[config.mk]
export PLATFORM = sky130hd
export DESIGN_NAME = set_assoc_cache_tag_controller
export DESIGN_NICKNAME = d
export VERILOG_FILES = /design/src/hw/rtl/sact_pkg.sv /design/src/hw/rtl/sact_front.sv /design/src/hw/rtl/sact_back.sv /design/src/hw/rtl/set_assoc_cache_tag_controller.sv
export SDC_FILE = /design/constraint.sdc
export NUM_CORES = 2
export LEC_CHECK = 0
export BUFFER_PORTS_ARGS = -buffer_cell sky130_fd_sc_hd__clkbuf_2
export CAP_MARGIN = 10
export CORE_MARGIN = 3
export CORE_UTILIZATION = 40
export DETAILED_ROUTE_END_ITERATION = 10
export PLACE_DENSITY = 0.56
export SLEW_MARGIN = 25
export SYNTH_ARGS = -nofsm -noshare
export SYNTH_HDL_FRONTEND = slang
export SYNTH_SLANG_ARGS = --single-unit
[constraint.sdc]
create_clock -name clk -period 8.27 [get_ports clk]
set_input_delay 0.827 -clock clk [delete_from_list [all_inputs] [get_ports clk]]
set_output_delay 0.827 -clock clk [all_outputs]
set_load 0.03 [all_outputs]
[src/hw/rtl/sact_pkg.sv]
// Shared types and constants for the cache tag controller.
package sact_pkg;

	localparam int WAYS_DEF       = 2;
	localparam int SETS_DEF       = 16;
	localparam int LINE_WORDS_DEF = 4;
	localparam int QDEPTH         = 2;

	localparam logic [31:0] UNC_START_RST = 32'hF000_0000;
	localparam logic [31:0] UNC_LAST_RST  = 32'hFFFF_FFFE;

	typedef enum logic [1:0] {
		OP_READ  = 2'd0,
		OP_WRITE = 2'd1,
		OP_FLUSH = 2'd2,
		OP_INVAL = 2'd3
	} op_t;

	typedef enum logic [1:0] {
		POL_WB     = 2'd0,
		POL_WT_AL  = 2'd1,
		POL_WT_NAL = 2'd2,
		POL_UNDEF  = 2'd3
	} policy_t;

	typedef enum logic [1:0] {
		REG_ENABLE = 2'd0,
		REG_POLICY = 2'd1,
		REG_USTART = 2'd2,
		REG_ULAST  = 2'd3
	} reg_idx_t;

	// Classified request handed from front to back
	typedef struct packed {
		op_t         op;
		logic        bypass;
		logic [31:0] address;
		logic        victim;
	} req_t;

	// Result transaction
	typedef struct packed {
		logic        hit;
		logic        way;
		logic        bypass;
		logic        wb_valid;
		logic [31:0] wb_addr;
		logic        fill_valid;
		logic [31:0] fill_addr;
		logic        wt;
		logic [31:0] hit_total;
		logic [31:0] miss_total;
		logic        last;
	} res_t;

endpackage

[src/hw/rtl/sact_front.sv]
// Front end: configuration registers, request classification and request queue.
module sact_front (
	input  logic              clk,
	input  logic              arst_n,
	input  logic              psel,
	input  logic              penable,
	input  logic              pwrite,
	input  logic [3:0]        paddr,
	input  logic [31:0]       pwdata,
	output logic [31:0]       prdata,
	input  logic              in_valid,
	output logic              in_stall,
	input  logic [1:0]        operation,
	input  logic [31:0]       address,
	input  logic              victim_way,
	output logic              q_valid,
	output sact_pkg::req_t    q_req,
	input  logic              q_pop,
	output logic              enable,
	output logic [1:0]        policy
);

	logic        enable_q;
	logic [1:0]  policy_q;
	logic [31:0] ustart_q;
	logic [31:0] ulast_q;

	logic [1:0]  reg_sel;
	assign reg_sel = paddr[3:2];

	// Register writes
	always_ff @(posedge clk or negedge arst_n) begin
		if (!arst_n) begin
			enable_q <= 1'b1;
			policy_q <= sact_pkg::POL_WB;
			ustart_q <= sact_pkg::UNC_START_RST;
			ulast_q  <= sact_pkg::UNC_LAST_RST;
		end else if (psel && penable && pwrite) begin
			unique case (sact_pkg::reg_idx_t'(reg_sel))
				sact_pkg::REG_ENABLE: enable_q <= pwdata[0];
				sact_pkg::REG_POLICY: policy_q <= pwdata[1:0];
				sact_pkg::REG_USTART: ustart_q <= pwdata;
				sact_pkg::REG_ULAST:  ulast_q  <= pwdata;
				default: ;
			endcase
		end
	end

	// Register reads
	always_comb begin
		unique case (sact_pkg::reg_idx_t'(reg_sel))
			sact_pkg::REG_ENABLE: prdata = {31'd0, enable_q};
			sact_pkg::REG_POLICY: prdata = {30'd0, policy_q};
			sact_pkg::REG_USTART: prdata = ustart_q;
			sact_pkg::REG_ULAST:  prdata = ulast_q;
			default:              prdata = '0;
		endcase
	end

	assign enable = enable_q;
	assign policy = policy_q;

	// Classify incoming transaction
	sact_pkg::req_t new_req;
	always_comb begin
		new_req.op      = sact_pkg::op_t'(operation);
		new_req.address = address;
		new_req.victim  = victim_way;
		new_req.bypass  = !enable_q ||
			(address >= ustart_q && address <= ulast_q);
	end

	// Two-entry queue
	sact_pkg::req_t mem_q [sact_pkg::QDEPTH];
	logic       wr_ptr_q, rd_ptr_q;
	logic [1:0] cnt_q;
	logic       push;

	assign in_stall = (cnt_q == 2'(sact_pkg::QDEPTH));
	assign push     = in_valid && !in_stall;
	assign q_valid  = (cnt_q != 2'd0);
	assign q_req    = mem_q[rd_ptr_q];

	always_ff @(posedge clk) begin
		if (push) mem_q[wr_ptr_q] <= new_req;
	end

	always_ff @(posedge clk or negedge arst_n) begin
		if (!arst_n) begin
			wr_ptr_q <= 1'b0;
			rd_ptr_q <= 1'b0;
			cnt_q    <= 2'd0;
		end else begin
			if (push) wr_ptr_q <= ~wr_ptr_q;
			if (q_pop) rd_ptr_q <= ~rd_ptr_q;
			cnt_q <= cnt_q + 2'(push) - 2'(q_pop);
		end
	end

endmodule

[src/hw/rtl/sact_back.sv]
// Back end: tag store, hit/miss handling, flush walk and result register.
module sact_back #(
	parameter int WAYS       = sact_pkg::WAYS_DEF,
	parameter int SETS       = sact_pkg::SETS_DEF,
	parameter int LINE_WORDS = sact_pkg::LINE_WORDS_DEF
) (
	input  logic           clk,
	input  logic           arst_n,
	input  logic           q_valid,
	input  sact_pkg::req_t q_req,
	output logic           q_pop,
	input  logic           enable,
	input  logic [1:0]     policy,
	output logic           out_valid,
	input  logic           out_stall,
	output sact_pkg::res_t res
);

	localparam int RB    = (SETS > 1) ? $clog2(SETS) : 1;
	localparam int RW    = $clog2(SETS);
	localparam int OB    = $clog2(LINE_WORDS) + 2;
	localparam int TW    = 32 - OB - RW;
	localparam int WB    = (WAYS > 1) ? $clog2(WAYS) : 1;
	localparam int NL    = WAYS * SETS;
	localparam int LB    = (NL > 1) ? $clog2(NL) : 1;
	localparam int LC    = $clog2(NL + 1);

	logic          valid_q [NL];
	logic          dirty_q [NL];
	logic [TW-1:0] tag_q   [NL];
	logic [31:0]   hits_q, misses_q;

	logic        out_valid_q;
	sact_pkg::res_t res_q;
	logic [LC-1:0] fidx_q;

	logic slot_free;
	assign slot_free = !out_valid_q || !out_stall;
	assign out_valid = out_valid_q;
	assign res       = res_q;

	// Address decode
	logic [RB-1:0] row;
	logic [TW-1:0] tag;
	always_comb begin
		row = '0;
		if (SETS > 1) row = RB'(q_req.address >> OB);
		tag = TW'(q_req.address >> (OB + RW));
	end

	function automatic logic [31:0] base_of(input logic [TW-1:0] t, input logic [RB-1:0] r);
		logic [31:0] a;
		a = 32'(t) << (OB + RW);
		if (SETS > 1) a = a | (32'(r) << OB);
		return a;
	endfunction

	function automatic logic [LB-1:0] lidx(input logic [WB-1:0] w, input logic [RB-1:0] r);
		return LB'(32'(w) * SETS + 32'(r));
	endfunction

	// Way lookup across the addressed row
	logic          hit_any;
	logic [WB-1:0] hit_way;
	always_comb begin
		hit_any = 1'b0;
		hit_way = '0;
		for (int w = WAYS - 1; w >= 0; w--) begin
			if (valid_q[lidx(WB'(w), row)] && tag_q[lidx(WB'(w), row)] == tag) begin
				hit_any = 1'b1;
				hit_way = WB'(w);
			end
		end
	end

	// A single way always evicts way zero
	logic [WB-1:0] victim;
	assign victim = (WAYS > 1) ? WB'(q_req.victim) : '0;

	logic is_write, wb_pol;
	assign is_write = (q_req.op == sact_pkg::OP_WRITE);
	assign wb_pol   = (policy == sact_pkg::POL_WB);

	// Flush index splits into way (high bits) and row (low bits)
	logic [LB-1:0] fline;
	logic [LB-1:0] vline;
	logic [RB-1:0] frow;
	assign fline = LB'(fidx_q);
	assign vline = lidx(victim, row);
	always_comb begin
		frow = '0;
		if (SETS > 1) frow = RB'(fidx_q);
	end

	// Main sequencing
	always_ff @(posedge clk or negedge arst_n) begin
		if (!arst_n) begin
			out_valid_q <= 1'b0;
			fidx_q      <= '0;
			hits_q      <= '0;
			misses_q    <= '0;
			for (int i = 0; i < NL; i++) begin
				valid_q[i] <= 1'b0;
				dirty_q[i] <= 1'b0;
				tag_q[i]   <= '0;
			end
		end else begin
			if (out_valid_q && !out_stall) out_valid_q <= 1'b0;
			if (slot_free && q_valid) begin
				res_q <= '0;
				res_q.hit_total  <= hits_q;
				res_q.miss_total <= misses_q;
				res_q.last       <= 1'b1;
				unique case (q_req.op)
					sact_pkg::OP_FLUSH: begin
						if (!enable || fidx_q == LC'(NL)) begin
							out_valid_q <= 1'b1;
							fidx_q      <= '0;
						end else begin
							fidx_q     <= fidx_q + 1'b1;
							valid_q[fline] <= 1'b0;
							dirty_q[fline] <= 1'b0;
							if (valid_q[fline] && dirty_q[fline] && wb_pol) begin
								out_valid_q     <= 1'b1;
								res_q.last      <= 1'b0;
								res_q.wb_valid  <= 1'b1;
								res_q.way       <= 1'(fidx_q >> RW);
								res_q.wb_addr   <= base_of(tag_q[fline], frow);
							end
						end
					end
					sact_pkg::OP_INVAL: begin
						out_valid_q <= 1'b1;
						hits_q <= '0;
						misses_q <= '0;
						res_q.hit_total  <= '0;
						res_q.miss_total <= '0;
						if (enable) begin
							for (int i = 0; i < NL; i++) begin
								valid_q[i] <= 1'b0;
								dirty_q[i] <= 1'b0;
							end
						end
					end
					default: begin
						out_valid_q <= 1'b1;
						if (q_req.bypass) begin
							res_q.bypass <= 1'b1;
						end else if (hit_any) begin
							hits_q <= hits_q + 1'b1;
							res_q.hit_total <= hits_q + 1'b1;
							res_q.hit <= 1'b1;
							res_q.way <= 1'(hit_way);
							res_q.wt  <= is_write && !wb_pol;
							if (is_write) dirty_q[lidx(hit_way, row)] <= 1'b1;
						end else begin
							misses_q <= misses_q + 1'b1;
							res_q.miss_total <= misses_q + 1'b1;
							if (is_write && policy == sact_pkg::POL_WT_NAL) begin
								res_q.wt <= 1'b1;
							end else begin
								res_q.way        <= 1'(victim);
								res_q.wt         <= is_write && !wb_pol;
								res_q.fill_valid <= 1'b1;
								res_q.fill_addr  <= base_of(tag, row);
								if (valid_q[vline] && dirty_q[vline] && wb_pol) begin
									res_q.wb_valid <= 1'b1;
									res_q.wb_addr  <= base_of(tag_q[vline], row);
								end
								valid_q[vline] <= 1'b1;
								tag_q[vline]   <= tag;
								dirty_q[vline] <= is_write;
							end
						end
					end
				endcase
			end
		end
	end

	// Retire request once its closing result is produced
	assign q_pop = slot_free && q_valid &&
		!(q_req.op == sact_pkg::OP_FLUSH && enable && fidx_q != LC'(NL));

endmodule

[src/hw/rtl/set_assoc_cache_tag_controller.sv]
// Top level of the set-associative cache tag controller.
//  channel | direction | handshake
//  in      | input     | in_valid / in_stall
//  out     | output    | out_valid / out_stall
//  cfg     | input     | APB psel/penable/pwrite, pready tied high
// The back end serves the queue head access into the result register.
// Flush walks all WAYS*SETS lines, one per cycle unless stalled, then closes.
// Reset clears all tags, valid and dirty bits and the counters at once.
// out_stall holds the result register; the queue keeps taking requests until full.
module set_assoc_cache_tag_controller #(
	parameter int WAYS       = sact_pkg::WAYS_DEF,
	parameter int SETS       = sact_pkg::SETS_DEF,
	parameter int LINE_WORDS = sact_pkg::LINE_WORDS_DEF
) (
	input  logic        clk,
	input  logic        arst_n,
	input  logic        psel,
	input  logic        penable,
	input  logic        pwrite,
	input  logic [3:0]  paddr,
	input  logic [31:0] pwdata,
	output logic [31:0] prdata,
	output logic        pready,
	input  logic        in_valid,
	output logic        in_stall,
	input  logic [1:0]  operation,
	input  logic [31:0] address,
	input  logic        victim_way,
	output logic        out_valid,
	input  logic        out_stall,
	output logic        hit,
	output logic        way,
	output logic        bypass,
	output logic        writeback_valid,
	output logic [31:0] writeback_address,
	output logic        fill_valid,
	output logic [31:0] fill_address,
	output logic        write_through,
	output logic [31:0] hit_total,
	output logic [31:0] miss_total,
	output logic        last
);

	logic           q_valid, q_pop, enable;
	logic [1:0]     policy;
	sact_pkg::req_t q_req;
	sact_pkg::res_t res;

	assign pready = 1'b1;

	sact_front u_front (
		.clk, .arst_n, .psel, .penable, .pwrite, .paddr, .pwdata, .prdata,
		.in_valid, .in_stall, .operation, .address, .victim_way,
		.q_valid, .q_req, .q_pop, .enable, .policy
	);

	sact_back #(.WAYS(WAYS), .SETS(SETS), .LINE_WORDS(LINE_WORDS)) u_back (
		.clk, .arst_n, .q_valid, .q_req, .q_pop, .enable, .policy,
		.out_valid, .out_stall, .res
	);

	assign hit               = res.hit;
	assign way               = res.way;
	assign bypass            = res.bypass;
	assign writeback_valid   = res.wb_valid;
	assign writeback_address = res.wb_addr;
	assign fill_valid        = res.fill_valid;
	assign fill_address      = res.fill_addr;
	assign write_through     = res.wt;
	assign hit_total         = res.hit_total;
	assign miss_total        = res.miss_total;
	assign last              = res.last;

endmodule

**Word-level counts from Yosys, hierarchy flattened**

Memory sizes are Yosys's and may differ from the RTL's.
Index checks and enable logic that the tools add are counted.
Widths: inputs -> output; s select.

- Bits in registers: 1109
- Bits in writable memories: 72
- Input port bits: 78
- Output and inout bits: 170
- Word-level logic and storage cells: 313
- Memories: 1

- Add/subtract/negate cells: 8
- Order comparisons: 10
- Equal/unequal tests: 20
- Multiplexer cells: 89
- Bitwise logic cells: 20
- Reductions and logical operators: 47

Memory list:

| name | depth | width | rd ports | clocked after Yosys merged registers in | write ports | line | text |
|---|---|---|---|---|---|---|---|
| u_front.mem_q | 2 | 36 | 1 | 0 | 1 | sact_front.sv:74 | `sact_pkg::req_t mem_q [sact_pkg::QDEPTH];` |

Operators with widths:

| kind | number |
|---|---|
| $bwmux 768 | 1 |
| $bmux 24 s5 | 4 |
| $mux 32 | 14 |
| $pmux 32 s2 | 4 |
| $mux 24 | 9 |
| $mux 66 | 2 |
| $mux 131 | 1 |
| $pmux 32 s4 | 1 |
| $pmux 64 s2 | 1 |
| $demux 24 s5 | 1 |
| $mux 33 | 3 |
| $or 32x8->32 | 3 |
| $pmux 33 s2 | 1 |
| $add 32x1->32 const B | 2 |
| $and 32x32->32 | 2 |
| $or 32x32->32 | 2 |
| $eq 24x24->1 | 2 |
| $mux 1 | 35 |
| $bwmux 32 | 1 |
| $ge 32x32->1 | 1 |
| $le 32x32->1 | 1 |
| $not 32->32 | 1 |
| $bmux 1 s5 | 6 |
| $ge 6x6->1 const B | 5 |
| other kinds (35) | 91 |

**Logic depth before layout (Yosys ltp)**

An unclocked memory read counts as a cell.

- Depth in word-level cells: 21
- Gate-level depth with buffers: 23
- Depth with buffers taken out: 14

**Modules after synthesis**

A second synthesis with hierarchy kept.

- Cells, all modules: 5156
- Area, all modules: 67793.8 µm²

Modules (own cells, without submodules):

| module | times used | cells each | area each (µm²) |
|---|---|---|---|
| sact_back | 1 | 4547 | 60315.3 |
| sact_front | 1 | 607 | 7467.2 |
| set_assoc_cache_tag_controller | 1 | 2 | 11.3 |

**Worst setup path before layout**

OpenSTA, ideal clock, no wires.

- Path kind: input port to flip-flop
- Start: in out_stall
- End: reg, netlist name u_back.res[0]
- Arrival: 4022 ps
- Required time: 7768 ps
- Slack: 3746 ps
- Cell stages on the path: 3
- Buffers on the path: 0
- Cells stage by stage: nand2_1 > o21a_1 > and2_1

- Longest elaborated chain between the ends: 4

RTL lines:

| element | line | text |
|---|---|---|
| start, declared | set_assoc_cache_tag_controller.sv:30 | `input logic out_stall,` |
| $logic_not 1->1 | sact_back.sv:38 | `assign slot_free = !out_valid_q \|\| !out_stall;` |
| $logic_or 1x1->1 | sact_back.sv:38 |  |
| $logic_and 1x1->1 | sact_back.sv:109 | `if (slot_free && q_valid) begin` |
| $reduce_and 2->1 (no line) | n/a |  |

Every way passes these cells.
A chain may end at the register's enable or synchronous reset.

**Worst setup path in the final report**

- Start: reg u_front.rd_ptr_q
- End: reg u_back.res_q, in the netlist u_back.res[112] (data pin)

- Longest elaborated chain between the ends: 13
- Elaborated cells on any way between the ends: 45
- Classes of those cells: add/sub (2); eq/ne (5); mux (28); bitwise (4); reduce/logical (5); memory (1)

RTL lines:

| element | line | text |
|---|---|---|
| start, declared | sact_front.sv:75 | `logic wr_ptr_q, rd_ptr_q;` |
| start signal, assigned | sact_front.sv:95 | `if (q_pop) rd_ptr_q <= ~rd_ptr_q;` |
| $mem_v2 2x36 * | n/a |  |
| $add 5x4->5 | sact_back.sv:59 | `return LB'(32'(w) * SETS + 32'(r));` |
| $not 5->6, on equally long branches | sact_back.sv:69, sact_back.sv:166, sact_back.sv:168 |  |
| $bmux 24 s5 / $bmux 1 s5 (equally long branches) | sact_back.sv:69, sact_back.sv:166 |  |
| $mux 24 (not written as such) / $mux 1 (equally long branches) (2 in series) | sact_back.sv:69, sact_back.sv:166 |  |
| $eq 24x24->1 / $logic_and 1x1->1 (equally long branches) | sact_back.sv:69, sact_back.sv:166 |  |
| $logic_and 1x1->1, on equally long branches | sact_back.sv:69, sact_back.sv:166 |  |
| $mux 1 / $mux 33 (equally long branches) | sact_back.sv:69, sact_back.sv:166 |  |
| $mux 1 / $mux 66 (equally long branches) | sact_back.sv:69, sact_back.sv:159 |  |
| $mux 66 | sact_back.sv:149 | `end else if (hit_any) begin` |
| $mux 131 | sact_back.sv:147 | `if (q_req.bypass) begin` |
| $pmux 33 s2 * | sact_back.sv:114 | `unique case (q_req.op)` |
| end, declared | sact_back.sv:34 | `sact_pkg::res_t res_q;` |

Every way passes the cells marked *; elsewhere a longest branch is shown, timed or not. The select of a mux whose other input is x is not followed.

==> results.cfg <==
[grt]
grt-ovfl-total = 0
grt_util_all_layers_pct = 34.3
grt_max_degree = 141
grt_pass1_vias = 57100
antenna_found_initial = 23
grt_pass1_wl_mm = 421

[detailed_routing]
ant_nets = 0
wl_mm = 297
wl_per_cell_um = 32.5
vias_per_cell = 6.72
first_pass_iters = 6
drc_errors = 0
drtIter0Drc = 9126
num_vias = 61300

[placement]
hpwl_mm = 185
dp_cells = 8831
io_buffer_count = 236
gp_congestion = 0.985

[critical_path]
reg2reg_slack_ns = 1.28
crit_type = reg2reg
path_max_fanout = 47
worstPathRequired_ns = 8.73
crit_path_end_kind = flip-flop
crit_arrival_ns = 7.44
start_kind = flip-flop

[synthesis]
synth_edf_count = 191
seq_area_frac_synth_pct = 45.8
synth_area_sq_um = 65800
synthAdderAreaFrac_pct = 1.37
ys_types = 111
synth_top_family_by_area = compound AO/OA/AOI/OAI gates
synth-main-ff-cell = dfrtp_1
avgSynthCellArea_sq_um = 9.65
synth-compound-area-share_pct = 22.6
ys_warn_count = 0
postSynthCellCount = 6815
synthMuxAreaShare_pct = 11.3
synthArstFlopShare_pct = 83.6
synth-seq-cells = 1165
yosys.area_share.xor_xnor_pct = 0.799
synth-simple-area-share_pct = 12.4

[final_layout]
multi_input_area_sq_um = 32500
drive_gt1_share_pct = 18.4
final_cell_mix = 989 x o21ai_0, 982 x nand2_1, 935 x dfrtp_1, 345 x a21oi_1, 309 x o22ai_1
seq_area_sq_um = 30200
layout_commonest_cell = o21ai_0
fin_cells = 9113
area_growth_pct = 14.0
nets = 6946
n_fill_cell = 15400

[timing]
final-setup-viol-count = 0
finClkSkew_ns = 0.0359
rsz0062_at_grt = false
holdWs_ns = -0.0130
period_needed_ns = 6.99
setup_tns_ns = 0
final_hold_viol_count = 5
fmax_mhz = 143
period_share_pct = 84.5
worst_pin_slew_ns = 1.20
slew_violations = 0
relSlewSlack_pct = 19.5

[clock_network]
cts_resized = 0
post_cts_buffers = 0
htree_levels = 4
cts_tree = done
clk_latency_ns = 0.82
cts.sinks = 1165
holdBufCountCts = 0
max-clock-path-buffers = 3
cts_buffers = 137
clkTransAtPathRegs_ns = 0.06
ctsRootBufferMaster = clkbuf_16

[floorplanning]
ios = 248
fp.dieW_um = 412
die_area_sq_um = 169000
start_util_pct = 40.3
row_count = 148
fp.dieH_um = 412
coreArea_sq_um = 163000

[power]
vdd_drop_max_mv = 0.277
p_leak_nw = 30.8
power.total_mw = 30.7
power.density_nw_per_um2 = 409

[run]
drv_cap = 0

[min_path]
hp-class = in2async

[run_status]
status = finished, violations left
failed_checks = hold timing
through the flow:
step                      hold slack [ns]  area [sq um]  setup slack (ns)  utilization (%)
after floorplan                     0.446         65800              3.75                -
after global placement              0.476         70100              1.76             43.0
after detailed placement            0.476         70100              1.69             43.0
after CTS                         0.00364         74900              1.67             45.9
after global routing              0.00478         74900              1.34             45.9
final                             -0.0130         75000              1.28             46.0
state kept, by name, summed over array words and instances, names as in the netlist, 2 cells and up:
signal / count
u_back.dirty_q: 32
u_back.fidx_q: 6
u_back.hits_q: 32
u_back.misses_q: 32
u_back.res: 127
u_back.tag_q: 768
u_back.valid_q: 32
u_front.cnt_q: 2
u_front.mem_q: 64
u_front.policy: 2
u_front.ulast_q: 32
u_front.ustart_q: 32
kinds of logic after synthesis:
| group | Yosys count |
|---|---|
| flops | 1165 |
| simple gates | 1776 |
| mux | 458 |
| other cells | 2 |
| xor+xnor | 60 |
| fa+ha+maj | 72 |
| compound gates | 2446 |
| buf+inv | 836 |
Yosys cell counts, types with 20 or more instances:
library cell / count / share of area (%)
xnor2_1: 47 / 0.63
clkbuf_1: 372 / 2.1
ha_1: 72 / 1.4
mux2_2: 115 / 2.0
nand4_1: 47 / 0.45
a21o_1: 46 / 0.52
nand2b_1: 30 / 0.29
o221ai_1: 88 / 1.2
o22a_1: 67 / 0.89
and3_1: 37 / 0.35
o21a_1: 51 / 0.58
nor2b_1: 51 / 0.48
dfrtp_1: 938 / 36
a211oi_1: 31 / 0.35
inv_1: 142 / 0.81
mux2i_1: 122 / 1.9
nand2_1: 987 / 5.6
or3b_2: 22 / 0.29
nor4_1: 44 / 0.42
buf_2: 171 / 1.3
dfstp_2: 36 / 1.4
o31ai_1: 43 / 0.49
and2_1: 27 / 0.26
a2bb2oi_1: 23 / 0.31
buf_1: 77 / 0.44
buf_4: 51 / 0.58
or4_1: 33 / 0.38
buf_6: 21 / 0.36
mux4_2: 218 / 7.5
or3_1: 22 / 0.21
a21oi_1: 346 / 2.6
nor3_1: 80 / 0.61
o22ai_1: 309 / 2.9
nand3_1: 50 / 0.38
a31oi_1: 183 / 1.7
o21ai_0: 989 / 7.5
a22oi_1: 20 / 0.23
nor2_1: 257 / 1.5
edfxtp_1: 191 / 8.7
o21ai_1: 57 / 0.43
path summary, 6_finish.rpt:
check,startpoint,to,depth (start not counted)
max in group asynchronous,arst_n,u_back.tag_q[541]$_DFFE_PN0P_,4
min reg2reg,u_back.fidx_q[5]$_DFFE_PN0P_,u_back.fidx_q[5]$_DFFE_PN0P_,1
min in group clk,operation[1],u_front.mem_q[0][35]$_DFFE_PP_,1
min,arst_n,u_back.hits_q[22]$_DFFE_PN0P_,1
max reg2reg,u_front.rd_ptr_q$_DFFE_PN0P_,u_back.res[112]$_DFFE_PP_,13
max,u_front.rd_ptr_q$_DFFE_PN0P_,u_back.res[112]$_DFFE_PP_,13
worst max-delay path: stages, from the launching register on:
cell,delay [ns]
dfrtp_4,0.76
nand3b_1,0.83
and2_4,0.86
o221ai_1,0.28
o22ai_1,0.65
xnor2_1,0.17
a2111oi_0,0.76
a32oi_1,0.25
a221oi_4,0.65
a41oi_4,0.24
buf_12,0.25
nand4_1,0.22
buf_12,0.27
o22ai_1,0.26
power by group:
| group | internal [mW] | switching [mW] | leakage [nW] |
|---|---|---|---|
| combinational | 4.91 | 9.13 | 13.5 |
| clock | 3.87 | 2.61 | 2.32 |
| sequential | 8.11 | 2.05 | 14.9 |
| total | 16.9 | 13.8 | 30.8 |
layout make-up:
| type | count | area share (%) |
|---|---|---|
| diodes | 28 | 0.0934 |
| repair buffers | 528 | 5.61 |
| flip-flops and latches | 1165 | 40.2 |
| inverters | 143 | 0.716 |
| clock buffers | 197 | 5.38 |
| multi-input cells | 4821 | 43.4 |
| well taps | 2175 | 3.63 |
| clock inverters | 56 | 0.949 |
metal layers:
metal  vias to the layer above  share of wire [%]  GRT usage (%)
li1                      25300                  -              -
met1                     29900                 37           44.2
met2                      4767                 42           48.6
met3                      1244                 13           11.6
met4                        10                7.8           23.2
met5                         -              0.023              0
(Power assumes the default switching activity.)
